<file path="src/hw/rtl/rbch_pkg.sv">
// Shared types and constants for the ray/box nearest-hit block.
// No dependencies.
package rbch_pkg;

   localparam int BoxCount = 1024;
   localparam int CountW   = $clog2(BoxCount + 1);

   // Register indexes
   localparam logic [2:0] REG_ORG_X = 3'd0;
   localparam logic [2:0] REG_ORG_Y = 3'd1;
   localparam logic [2:0] REG_ORG_Z = 3'd2;
   localparam logic [2:0] REG_DIR_X = 3'd3;
   localparam logic [2:0] REG_DIR_Y = 3'd4;
   localparam logic [2:0] REG_DIR_Z = 3'd5;
   localparam logic [2:0] REG_MAXD  = 3'd6;
   localparam logic [2:0] REG_LAYER = 3'd7;

   // Numerator magnitude: |D| < 2^35, shifted by 13 -> 48 bits
   localparam int NumW = 48;
   localparam int DenW = 15;

   typedef struct packed {
      logic signed [31:0] box_center_x;
      logic signed [31:0] box_center_y;
      logic signed [31:0] box_center_z;
      logic [30:0]        box_size_x;
      logic [30:0]        box_size_y;
      logic [30:0]        box_size_z;
      logic               box_enabled;
      logic               box_is_square;
      logic [2:0]         box_layer;
      logic [9:0]         box_id;
      logic               last_box;
   } req_type;

   typedef struct packed {
      logic        hit;
      logic [9:0]  hit_id;
      logic [30:0] hit_distance;
   } rsp_type;

   // Divider control from sequencer
   typedef struct packed {
      logic            start;
      logic [NumW-1:0] num;
      logic [DenW:0]   den;
   } div_cmd_type;

endpackage

</file>
<file path="src/hw/rtl/rbch_divider.sv">
// Radix-2 restoring divider, one quotient bit per cycle, unsigned.
// Depends on rbch_pkg.
module rbch_divider import rbch_pkg::*; (
   input  logic            clock,
   input  logic            reset,
   input  div_cmd_type     cmd,
   output logic            done,
   output logic [NumW-1:0] quot
);

   logic [NumW-1:0]      q_ff, q_in;
   logic [DenW+1:0]      r_ff, r_in;
   logic [DenW:0]        d_ff, d_in;
   logic [5:0]           cnt_ff, cnt_in;
   logic                 busy_ff, busy_in;
   logic [DenW+1:0]      trial;
   logic [DenW+1:0]      diff;

   // One shift-subtract step
   always_comb begin
      trial   = {r_ff[DenW:0], q_ff[NumW-1]};
      diff    = trial - {1'b0, d_ff};
      q_in    = q_ff;
      r_in    = r_ff;
      d_in    = d_ff;
      cnt_in  = cnt_ff;
      busy_in = busy_ff;
      if (cmd.start) begin
         q_in    = cmd.num;
         r_in    = '0;
         d_in    = cmd.den;
         cnt_in  = 6'(NumW);
         busy_in = 1'b1;
      end else if (busy_ff) begin
         if (!diff[DenW+1]) begin
            r_in = diff;
            q_in = {q_ff[NumW-2:0], 1'b1};
         end else begin
            r_in = trial;
            q_in = {q_ff[NumW-2:0], 1'b0};
         end
         cnt_in = cnt_ff - 6'd1;
         if (cnt_ff == 6'd1) busy_in = 1'b0;
      end
   end

   always_ff @(posedge clock) begin
      q_ff <= q_in;
      r_ff <= r_in;
      d_ff <= d_in;
      if (reset) begin
         busy_ff <= 1'b0;
         cnt_ff  <= '0;
      end else begin
         busy_ff <= busy_in;
         cnt_ff  <= cnt_in;
      end
   end

   assign done = busy_ff && (cnt_ff == 6'd1);
   assign quot = {q_ff[NumW-2:0], ~diff[DenW+1]};

endmodule

</file>
<file path="src/hw/rtl/ray_box_closest_hit.sv">
// Top level: ray/box slab test over a stream of boxes, nearest hit kept.
// Depends on rbch_pkg and rbch_divider.
//
//  channel | direction | handshake            | payload
//  req_    | in        | req_valid/req_stall  | req_type box transaction
//  rsp_    | out       | rsp_valid/rsp_stall  | rsp_type result transaction
//  csr_    | in        | APB psel/penable     | 32-bit registers at 4*i
//
// A taking-part box costs up to six divisions in the shared divider, each a
// setup state and then 48 quotient bits, followed by evaluate and done; a skipped
// box goes straight to done, and no new box is taken before idle. An axis with a
// tiny direction takes only a setup state and no division.
// Reset is synchronous and clears control state and registers.
// A result waits in the output register while the next box is worked on; only
// a box that ends a query waits in done until that result has been delivered.
module ray_box_closest_hit import rbch_pkg::*; (
   input  logic        clock,
   input  logic        reset,
   input  logic        req_valid,
   output logic        req_stall,
   input  req_type     req_data,
   output logic        rsp_valid,
   input  logic        rsp_stall,
   output rsp_type     rsp_data,
   input  logic        csr_psel,
   input  logic        csr_penable,
   input  logic        csr_pwrite,
   input  logic [4:0]  csr_paddr,
   input  logic [31:0] csr_pwdata,
   output logic [31:0] csr_prdata,
   output logic        csr_pready
);

   localparam logic [2:0] ST_IDLE = 3'd0;
   localparam logic [2:0] ST_SETUP = 3'd1;
   localparam logic [2:0] ST_WAIT = 3'd2;
   localparam logic [2:0] ST_EVAL = 3'd3;
   localparam logic [2:0] ST_DONE = 3'd4;

   localparam logic signed [63:0] TPosInf = 64'sh4000_0000_0000_0000;
   localparam logic signed [63:0] TNegInf = -64'sh4000_0000_0000_0000;

   // Configuration registers
   logic signed [31:0] org_ff [3];
   logic signed [15:0] dir_ff [3];
   logic [30:0]        maxd_ff;
   logic [2:0]         qlayer_ff;
   logic               wr;
   logic [2:0]         widx;

   assign csr_pready = 1'b1;
   assign wr   = csr_psel && csr_penable && csr_pwrite;
   assign widx = csr_paddr[4:2];

   always_ff @(posedge clock) begin
      if (reset) begin
         for (int i = 0; i < 3; i++) begin
            org_ff[i] <= '0;
            dir_ff[i] <= '0;
         end
         maxd_ff   <= '0;
         qlayer_ff <= '0;
      end else if (wr) begin
         unique case (widx)
            REG_ORG_X: org_ff[0] <= csr_pwdata;
            REG_ORG_Y: org_ff[1] <= csr_pwdata;
            REG_ORG_Z: org_ff[2] <= csr_pwdata;
            REG_DIR_X: dir_ff[0] <= csr_pwdata[15:0];
            REG_DIR_Y: dir_ff[1] <= csr_pwdata[15:0];
            REG_DIR_Z: dir_ff[2] <= csr_pwdata[15:0];
            REG_MAXD:  maxd_ff   <= csr_pwdata[30:0];
            REG_LAYER: qlayer_ff <= csr_pwdata[2:0];
            default: ;
         endcase
      end
   end

   // Read back
   always_comb begin
      unique case (widx)
         REG_ORG_X: csr_prdata = org_ff[0];
         REG_ORG_Y: csr_prdata = org_ff[1];
         REG_ORG_Z: csr_prdata = org_ff[2];
         REG_DIR_X: csr_prdata = {{16{dir_ff[0][15]}}, dir_ff[0]};
         REG_DIR_Y: csr_prdata = {{16{dir_ff[1][15]}}, dir_ff[1]};
         REG_DIR_Z: csr_prdata = {{16{dir_ff[2][15]}}, dir_ff[2]};
         REG_MAXD:  csr_prdata = {1'b0, maxd_ff};
         REG_LAYER: csr_prdata = {29'd0, qlayer_ff};
         default:   csr_prdata = '0;
      endcase
   end

   // Sequencer and query state
   logic [2:0]          state_ff, state_in;
   req_type             box_ff;
   logic [1:0]          axis_ff, axis_in;
   logic                side_ff, side_in;
   logic signed [63:0]  lo_ff, lo_in, hi_ff, hi_in, t1_ff, t1_in;
   logic                open_ff, open_in, found_ff, found_in;
   logic [31:0]         near_ff, near_in;
   logic [9:0]          nid_ff, nid_in;
   logic [CountW-1:0]   seen_ff, seen_in;
   logic                ov_ff, ov_in;
   rsp_type             out_ff, out_in;

   logic                accept;
   div_cmd_type         cmd;
   logic                ddone;
   logic [NumW-1:0]     quot;
   logic signed [15:0]  dcur;
   logic                axis_on;
   logic signed [34:0]  cen, dnum;
   logic [34:0]         dmag;
   logic signed [63:0]  tq, tn, tf, thit;
   logic                qneg_ff, qneg_in;
   logic                take;
   logic                zero_dir;

   assign req_stall = (state_ff != ST_IDLE);
   assign accept    = req_valid && !req_stall;
   assign rsp_valid = ov_ff;
   assign rsp_data  = out_ff;
   assign zero_dir  = (dir_ff[0] == 0) && (dir_ff[1] == 0) && (dir_ff[2] == 0);

   // Operands for the current axis and side
   always_comb begin
      logic signed [31:0] c;
      logic [30:0]        s;
      unique case (axis_ff)
         2'd0: begin c = box_ff.box_center_x; s = box_ff.box_size_x; end
         2'd1: begin c = box_ff.box_center_y; s = box_ff.box_size_y; end
         default: begin c = box_ff.box_center_z; s = box_ff.box_size_z; end
      endcase
      dcur    = dir_ff[axis_ff];
      axis_on = (dcur > 16'sd1) || (dcur < -16'sd1);
      cen     = 35'(c) * 35'sd2 - 35'(org_ff[axis_ff]) * 35'sd2;
      dnum    = side_ff ? cen + 35'($signed({1'b0, s})) : cen - 35'($signed({1'b0, s}));
      dmag    = dnum[34] ? 35'(-dnum) : 35'(dnum);
      cmd.num = {dmag[34:0], 13'd0};
      cmd.den = dcur[15] ? 16'(-dcur) : 16'(dcur);
      cmd.start = 1'b0;
      if (state_ff == ST_SETUP && axis_on) cmd.start = 1'b1;
   end

   rbch_divider u_div (
      .clock (clock),
      .reset (reset),
      .cmd   (cmd),
      .done  (ddone),
      .quot  (quot)
   );

   assign tq   = qneg_ff ? -64'($signed({1'b0, quot})) : 64'($signed({1'b0, quot}));
   assign tn   = (t1_ff < tq) ? t1_ff : tq;
   assign tf   = (t1_ff < tq) ? tq : t1_ff;
   assign thit = lo_ff[63] ? 64'sd0 : lo_ff;

   always_comb begin
      state_in = state_ff;
      axis_in  = axis_ff;
      side_in  = side_ff;
      lo_in    = lo_ff;
      hi_in    = hi_ff;
      t1_in    = t1_ff;
      qneg_in  = qneg_ff;
      open_in  = open_ff;
      found_in = found_ff;
      near_in  = near_ff;
      nid_in   = nid_ff;
      seen_in  = seen_ff;
      ov_in    = ov_ff && rsp_stall;
      out_in   = out_ff;
      take     = 1'b0;
      unique case (state_ff)
         ST_IDLE: begin
            if (accept) begin
               if (!open_ff) begin
                  open_in  = 1'b1;
                  near_in  = {1'b0, maxd_ff};
                  nid_in   = '0;
                  found_in = 1'b0;
                  seen_in  = CountW'(1);
               end else begin
                  seen_in = seen_ff + CountW'(1);
               end
               axis_in = 2'd0;
               side_in = 1'b0;
               lo_in   = TNegInf;
               hi_in   = TPosInf;
               if (req_data.box_enabled && req_data.box_is_square && !zero_dir &&
                   (qlayer_ff == 3'd0 || req_data.box_layer == qlayer_ff))
                  state_in = ST_SETUP;
               else
                  state_in = ST_DONE;
            end
         end
         ST_SETUP: begin
            qneg_in = dnum[34] ^ dcur[15];
            if (axis_on) state_in = ST_WAIT;
            else if (axis_ff == 2'd2) state_in = ST_EVAL;
            else axis_in = axis_ff + 2'd1;
         end
         ST_WAIT: begin
            if (ddone) begin
               if (!side_ff) begin
                  t1_in   = tq;
                  side_in = 1'b1;
                  state_in = ST_SETUP;
               end else begin
                  if (tn > lo_ff) lo_in = tn;
                  if (tf < hi_ff) hi_in = tf;
                  side_in = 1'b0;
                  if (axis_ff == 2'd2) state_in = ST_EVAL;
                  else begin
                     axis_in  = axis_ff + 2'd1;
                     state_in = ST_SETUP;
                  end
               end
            end
         end
         ST_EVAL: begin
            if (!(hi_ff < 0 || lo_ff > hi_ff) && thit < $signed({32'd0, near_ff})) begin
               near_in  = thit[31:0];
               nid_in   = box_ff.box_id;
               found_in = 1'b1;
            end
            state_in = ST_DONE;
         end
         ST_DONE: begin
            take = box_ff.last_box || (seen_ff >= CountW'(BoxCount));
            if (take && ov_ff && rsp_stall) begin
               // previous result still held by the receiver
               state_in = ST_DONE;
            end else begin
               if (take) begin
                  out_in.hit          = found_ff;
                  out_in.hit_id       = found_ff ? nid_ff : 10'd0;
                  out_in.hit_distance = found_ff ? near_ff[30:0] : 31'd0;
                  ov_in   = 1'b1;
                  open_in = 1'b0;
               end
               state_in = ST_IDLE;
            end
         end
         default: state_in = ST_IDLE;
      endcase
   end

   always_ff @(posedge clock) begin
      if (accept) box_ff <= req_data;
      axis_ff <= axis_in;
      side_ff <= side_in;
      lo_ff   <= lo_in;
      hi_ff   <= hi_in;
      t1_ff   <= t1_in;
      qneg_ff <= qneg_in;
      near_ff <= near_in;
      nid_ff  <= nid_in;
      out_ff  <= out_in;
      if (reset) begin
         state_ff <= ST_IDLE;
         open_ff  <= 1'b0;
         found_ff <= 1'b0;
         seen_ff  <= '0;
         ov_ff    <= 1'b0;
      end else begin
         state_ff <= state_in;
         open_ff  <= open_in;
         found_ff <= found_in;
         seen_ff  <= seen_in;
         ov_ff    <= ov_in;
      end
   end

   // Checks
   a_no_accept_busy: assert property (@(posedge clock) disable iff (reset)
      state_ff != ST_IDLE |-> !accept) else $error("box taken while busy");
   a_rsp_from_done: assert property (@(posedge clock) disable iff (reset)
      $rose(ov_ff) |-> $past(state_ff) == ST_DONE) else $error("result outside done");
   a_no_hit_zero: assert property (@(posedge clock) disable iff (reset)
      ov_ff && !out_ff.hit |-> out_ff.hit_id == 10'd0 && out_ff.hit_distance == 31'd0)
      else $error("miss carries data");

endmodule
</file>
<file path="config.mk">
export PLATFORM = sky130hd
export DESIGN_NAME = ray_box_closest_hit
export DESIGN_NICKNAME = d
export VERILOG_FILES = /design/src/hw/rtl/rbch_pkg.sv /design/src/hw/rtl/rbch_divider.sv /design/src/hw/rtl/ray_box_closest_hit.sv
export SDC_FILE = /design/constraint.sdc
export NUM_CORES = 2
export LEC_CHECK = 0
export BUFFER_PORTS_ARGS = -buffer_cell sky130_fd_sc_hd__buf_2
export CORE_ASPECT_RATIO = 2
export CORE_UTILIZATION = 60
export DETAILED_ROUTE_END_ITERATION = 10
export HOLD_SLACK_MARGIN = 0.03
export PLACE_DENSITY = 0.82
export SLEW_MARGIN = 20
export SYNTH_ARGS = -nofsm -noshare
export SYNTH_HDL_FRONTEND = slang
export SYNTH_HIERARCHICAL = 1
export SYNTH_SLANG_ARGS = --single-unit
export TNS_END_PERCENT = 30
</file>
<file path="constraint.sdc">
create_clock -name clock -period 29.2 [get_ports clock]
set_clock_uncertainty 0.15 [all_clocks]
set_input_delay 2.92 -clock clock [delete_from_list [all_inputs] [get_ports clock]]
set_output_delay 2.92 -clock clock [all_outputs]
set_load 0.02 [all_outputs]
</file>
# == After elaboration in Yosys (flattened, before gate mapping) ==
# Memories as Yosys holds them, arrays and structs flattened. A register that Yosys moved wholly into a read port is not among the register bits.
# Index checks and enable logic that the tools add are counted.
# op_classes
addsub,10
order_cmp,9
n_eq_ne,26
mux,103
n_bitwise,10
n_reduce_logical,47
# op_table
op,n
64-bit two-way mux,11
32-bit case mux with 8 select lines,1
64-bit case mux with 2 select lines,2
32-bit two-way mux,6
64-bit > comparator,2
64-bit less-than comparator,2
32-bit case mux with 2 select lines,2
32-bit logical NOT,3
48-bit two-way mux,2
35-bit two-way mux,2
"64-bit by 1-bit less-than comparator with 1-bit output, second input constant",1
16-bit two-way mux,4
48-bit negation with 64-bit output,1
63-bit by 32-bit less-than comparator with 1-bit output,1
63-bit two-way mux,1
31-bit case mux with 2 select lines,1
1-bit two-way mux,43
34-bit by 32-bit adder with 35-bit output,1
35-bit negation,1
34-bit by 32-bit subtractor with 35-bit output,1
33-bit by 33-bit subtractor with 34-bit output,1
10-bit two-way mux,3
"2-bit inequality test, second input constant",10
10-bit case mux with 2 select lines,1
other kinds (39),102
# totals
register_bits,618
ramBits,144
in_bits,249
out_inout_bits,77
wordCells,241
n_memories,2
# mem_list
memory,words,width,read_ports,rd_clocked_by_memory_dff,wr,line,source
org_ff,3,32,4,1,3,ray_box_closest_hit.sv:44,logic signed [31:0] org_ff [3];
dir_ff,3,16,4,1,3,ray_box_closest_hit.sv:45,logic signed [15:0] dir_ff [3];

# == Depth between registers and ports, before layout ==
# depth
word_depth,11
mapped_depth,49
depth_no_buf,44

# == By module ==
# Netlist, hierarchy kept.
# by_module_without_submodules
module,instances,cells_per_inst,area_per_inst_um2,seq_area_each_um2
ray_box_closest_hit,1,4182,42716.0,19799.0
rbch_divider,1,414,4734.5,2382.3

# == Worst setup path after synthesis ==
# OpenSTA, ideal clock, no wires.
# synth_path
path_type,reg-to-reg
start,register u_div.d_ff[13]
end,register hi_ff[0] (enable)
setup_time_ns,0.424
t_arrival_ns,10.489
required_ns,28.626
slack_ns,18.137
path_stages_with_launch,46
n_path_buf,5
path_cell_list,edfxtp_1 inv_1 ha_1 buf_2 a21oi_2 o21ai_1 or4_1 o211ai_2 or2_4 inv_4 buf_6 inv_1 ha_1 nand2b_1 or4_1 or3_1 clkbuf_1 nand3b_1 [10 not listed] a31o_2 nor2_2 xnor2_4 buf_4 mux2_2 ha_1 a21o_1 a21o_1 a21o_1 a21o_1 a21o_1 a21oi_1 o22ai_1 a211oi_1 nand4_1 a21oi_1 a41oi_1 nand2_1
# synth_via
elab_chain_len,9
# synth_lines
element,line,source
from (decl),rbch_divider.sv:13,"logic [DenW:0] d_ff, d_in;"
from (signal assigned),rbch_divider.sv:50,d_ff <= d_in;
17-bit by 16-bit subtractor with 17-bit output (*),rbch_divider.sv:22,"diff = trial - {1'b0, d_ff};"
1-bit inverter (*),rbch_divider.sv:61,"assign quot = {q_ff[NumW-2:0], ~diff[DenW+1]};"
net quot[0],ray_box_closest_hit.sv:109,logic [NumW-1:0] quot;
48-bit negation with 64-bit output,ray_box_closest_hit.sv:153,"assign tq = qneg_ff ? -64'($signed({1'b0, quot})) : 64'($signed({1'b0, quot}));"
64-bit two-way mux (*),ray_box_closest_hit.sv:153,
64-bit less-than comparator,ray_box_closest_hit.sv:155,assign tf = (t1_ff < tq) ? tq : t1_ff;
64-bit two-way mux (*),ray_box_closest_hit.sv:155,
net tf[33],ray_box_closest_hit.sv:114,"logic signed [63:0] tq, tn, tf, thit;"
64-bit less-than comparator (*),ray_box_closest_hit.sv:211,if (tf < hi_ff) hi_in = tf;
2-bit inequality test (no source line) (*),--,
5-bit AND reduction (no source line) (*),--,
to (signal assigned),ray_box_closest_hit.sv:254,hi_ff <= hi_in;
to (decl),ray_box_closest_hit.sv:98,"logic signed [63:0] lo_ff, lo_in, hi_ff, hi_in, t1_ff, t1_in;"
# Mark *: on every way through the listed nets, which the timed path passes. The rest lies on a longest branch.
# A chain may end at the register's enable or synchronous reset.

# == Worst setup path after layout ==
# layout_path
start,register u_div.q_ff[47]
end,register hi_ff[42] (enable)
# layout_via
elab_chain_len,9
# layout_lines
element,line,source
from (decl),rbch_divider.sv:11,"logic [NumW-1:0] q_ff, q_in;"
from (signal assigned),rbch_divider.sv:48,q_ff <= q_in;
17-bit by 16-bit subtractor with 17-bit output (*),rbch_divider.sv:22,
1-bit inverter (*),rbch_divider.sv:61,
net quot[0],ray_box_closest_hit.sv:109,
48-bit negation with 64-bit output,ray_box_closest_hit.sv:153,
64-bit two-way mux (*),ray_box_closest_hit.sv:153,
64-bit less-than comparator,ray_box_closest_hit.sv:155,
64-bit two-way mux (*),ray_box_closest_hit.sv:155,
net tf[33],ray_box_closest_hit.sv:114,
64-bit less-than comparator (*),ray_box_closest_hit.sv:211,
2-bit inequality test (no source line) (*),--,
5-bit AND reduction (no source line) (*),--,
# Marked as above.

==> flow_summary.toml <==
[route]
drtIter0Drc = 2809
firstDrtPassIters = 7
drc = 0
ant_nets = 0
vias = 36900
routed_wl_mm = 137
wl_per_cell_um = 23.3
avgViaCountPerCell = 6.26

[clock_network]
cts_resized = 0
cts.clk_slew.worst_paths_ns = 0.07
tritoncts = "yes"
cts.sinks = 764
numCtsBuffers = 69
ctsHoldBuffers = 0
root_buffer = "clkbuf_16"
cts_buffer_depth = 3
post_cts_buffers = 0
clkLatencyLatePin_ns = 0.67
cts_max_level = 3

[timing]
slew_headroom = 0.211
fin_tns_setup_ns = 0
fin_crit_ns = 15.61
fin_crit_sh = 0.535
max_slew.worst_pin.slew_ns = 1.18
final-hold-violation-count = 0
finalSetupViolations = 0
maxClockFrequency_mhz = 64.0
rsz0062_at_grt = "no"
drv_slew = 0

[power_and_ir_drop]
finalPower_mw = 4.30
p_sw_mw = 1.75
leakage_nw = 21.5
vdd_drop_max_v = 0.0000656
power.internal_mw = 2.55
p_clk_frac = 0.215
p_sw_frac = 0.407
seq_power_share = 0.317
p_per_area_nw_per_um2 = 82.9
power_frac_comb = 0.468

[floorplan]
die_w_um = 201
die_y_um = 400
design.portCount = 326
die_area_um2 = 80300
coreArea_um2 = 78200
start_util = 0.607
rows = 145

[critical_path]
arrival_ns = 15.74
reg2regPathDepth = 45
worst_ep_required_time_ns = 29.33
critPathSlowestCell = "or4_1"
r2r-end = "hi_ff[42]$_SDFFCE_PP0P_"
rr_startpoint = "u_div/q_ff[47]$_DFFE_PP_"
rrSetupSlack_ns = 13.59
crit_path_max_incr_delay_ns = 0.93
start_kind = "register"
critPathMaxFanout = 72
path_common_cell = "a21o_1"
crit_type = "reg2reg"
end_kind = "register"

[synth]
synth.top_cells.by_area = "edfxtp_1, ha_1, dfxtp_1, and2_1, nand2_1"
synth_edf_count = 688
synth_most_common_cell = "edfxtp_1"
yosysSeqAreaShare = 0.467
ys_seq_elements = 764
postSynthCellCount = 4596
synth_area_per_cell_um2 = 10.3
yosys_warnings = 6
ys_top_cells_by_count = "edfxtp_1, ha_1, nand2_1"
synthArstFlopShare = 0
ys.flop_type = "edfxtp_1"
synth_top_area_cell = "edfxtp_1"
syn_area_um2 = 47500
synthDistinctLibCells = 89
synthDominantCellAreaShare = 0.435

[layout]
final_layout_size_suffix_gt1_frac = 0.139
area_growth_pct = 9.36
fin_nets = 5456

[placed_design]
portBuffers = 322
dp_hpwl_mm = 104
gp_congestion = 0.975

[grt]
overflow = 0
grt_first_pass_wirelength_mm = 206
antenna_found_initial = 5
grt_pass1_vias = 36700
grt_usage = 0.340
grt_max_degree = 137

[job]
maxCapViolations = 0

[hold_path]
hp-class = "reg2reg"
whs_endpoint = "maxd_ff[21]$_SDFFE_PP0P_"
hp-start = "maxd_ff[21]$_SDFFE_PP0P_"
min_path_cells = 2

[run_status]
status = "finished clean"
==> cell families (layout without fill, tap and decap cells) <==
logic type / after synthesis / in the layout / share of synthesized area
compound gates: 1103 / 1103 / 0.156
simple gates: 1360 / 1360 / 0.141
mux: 179 / 179 / 0.0409
other cells: 2 / 17 / 0.000158
buf+inv: 606 / 853 / 0.0534
flops: 764 / 764 / 0.467
xor+xnor: 176 / 176 / 0.0329
fa+ha+maj: 406 / 406 / 0.108
==> per-layer routing <==
layer	routed length, um	vias up	GRT usage
met2	69000	1653	0.610
met3	9430	529	0.0583
met4	13200	2	0.292
li1	-	17000	-
met1	45400	17600	0.342
met5	11	-	0
==> through the flow <==
stage	instances	cell area (um^2)	setup WS (ns)	utilization	hold slack, ns
final	5887	51900	13.59	0.664	0.329
after detailed placement	5758	49600	13.88	0.635	0.318
after global placement	5758	49600	13.99	0.635	0.311
after global routing	5885	51900	13.09	0.664	0.354
after CTS	5884	51900	13.80	0.663	0.327
after floorplan	4609	47500	18.14	-	0.287
==> power groups by stage <==
| stage | logic [mW] | clock network [mW] | registers, mW |
|---|---|---|---|
| 2_1_floorplan | 1.43 | 0 | 1.37 |
| 3_5_place_dp | 1.96 | 0 | 1.39 |
| 4_1_cts | 1.98 | 0.932 | 1.36 |
| 3_3_place_gp | 1.93 | 0 | 1.38 |
| 5_1_grt | 2.19 | 0.964 | 1.37 |
| 6_report | 2.01 | 0.925 | 1.37 |
==> cell type report <==
type | instances | area, um^2
fill | 5975 | 26300
multi-input combinational | 3239 | 22900
sequential | 764 | 22200
timing repair buffer | 363 | 1940
clock buffer | 86 | 1860
inverter | 364 | 1380
tap | 1029 | 1290
clock inverter | 40 | 367
antenna | 2 | 5.00
==> how the worst max path moves through the flow <==
| stage | from | endpoint | slack [ns] | cells past startpoint |
|---|---|---|---|---|
| 6_report | u_div/q_ff[47]$_DFFE_PP_ | hi_ff[42]$_SDFFCE_PP0P_ | 13.59 | 45 |
| 5_1_grt | u_div/q_ff[47]$_DFFE_PP_ | hi_ff[41]$_SDFFCE_PP0P_ | 13.09 | 46 |
| 2_1_floorplan | u_div/d_ff[13]$_DFFE_PP_ | hi_ff[0]$_SDFFCE_PP0P_ | 18.14 | 45 |
| 3_3_place_gp | u_div/q_ff[47]$_DFFE_PP_ | hi_ff[41]$_SDFFCE_PP0P_ | 13.99 | 45 |
| 3_5_place_dp | u_div/q_ff[47]$_DFFE_PP_ | hi_ff[41]$_SDFFCE_PP0P_ | 13.88 | 45 |
| 4_1_cts | u_div/q_ff[47]$_DFFE_PP_ | hi_ff[41]$_SDFFCE_PP0P_ | 13.80 | 45 |
==> flip-flops by register name, summed over array words and instances (netlist names), 32 cells and up, named ones only <==
name        count
rsp_data       42
lo_ff          64
t1_ff          64
hi_ff          64
org_ff         96
box_ff        200
dir_ff         48
near_ff        32
u_div/q_ff     48
==> cells in the final DEF (no fill, tap or decap), types with 24 or more instances in the layout <==
cell       synthesis  routed
a21oi_1          273     272
ha_1             402     400
a22o_1            40      40
nand2_1          385     383
inv_1            360     359
buf_2              3     322
buf_4             65      39
a21oi_2           45      45
a211oi_1          36      36
and2_1           240     240
edfxtp_1         688     688
dfxtp_1           76      74
nor4_1            38      38
a21o_1           180     179
nand4_1           79      79
nor2b_1           40      39
o21a_1            26      26
nand2b_1          43      43
a22oi_1           52      52
nor3_1            64      61
clkbuf_16          0      72
xor2_1            50      50
nand3_1           50      50
o211ai_1          24      24
nor2_1           311     309
o31ai_1           24      24
mux2_2           100     100
xnor2_1          125     125
mux2i_1           77      77
o21ai_0          184     183
==> critical path, delay by kind of cell (launching register included) <==
family                     cells  cell delay (ns)
AOI/OAI and AO/OA             19             4.89
buffers and inverters          7             2.86
muxes                          1             0.44
adders and majority gates      5             1.43
xor gates and xnor gates       2             0.66
and+or+nand+nor               11             4.25
DFF                            1             0.39
No activity file was read; power rests on OpenSTA's default activity.
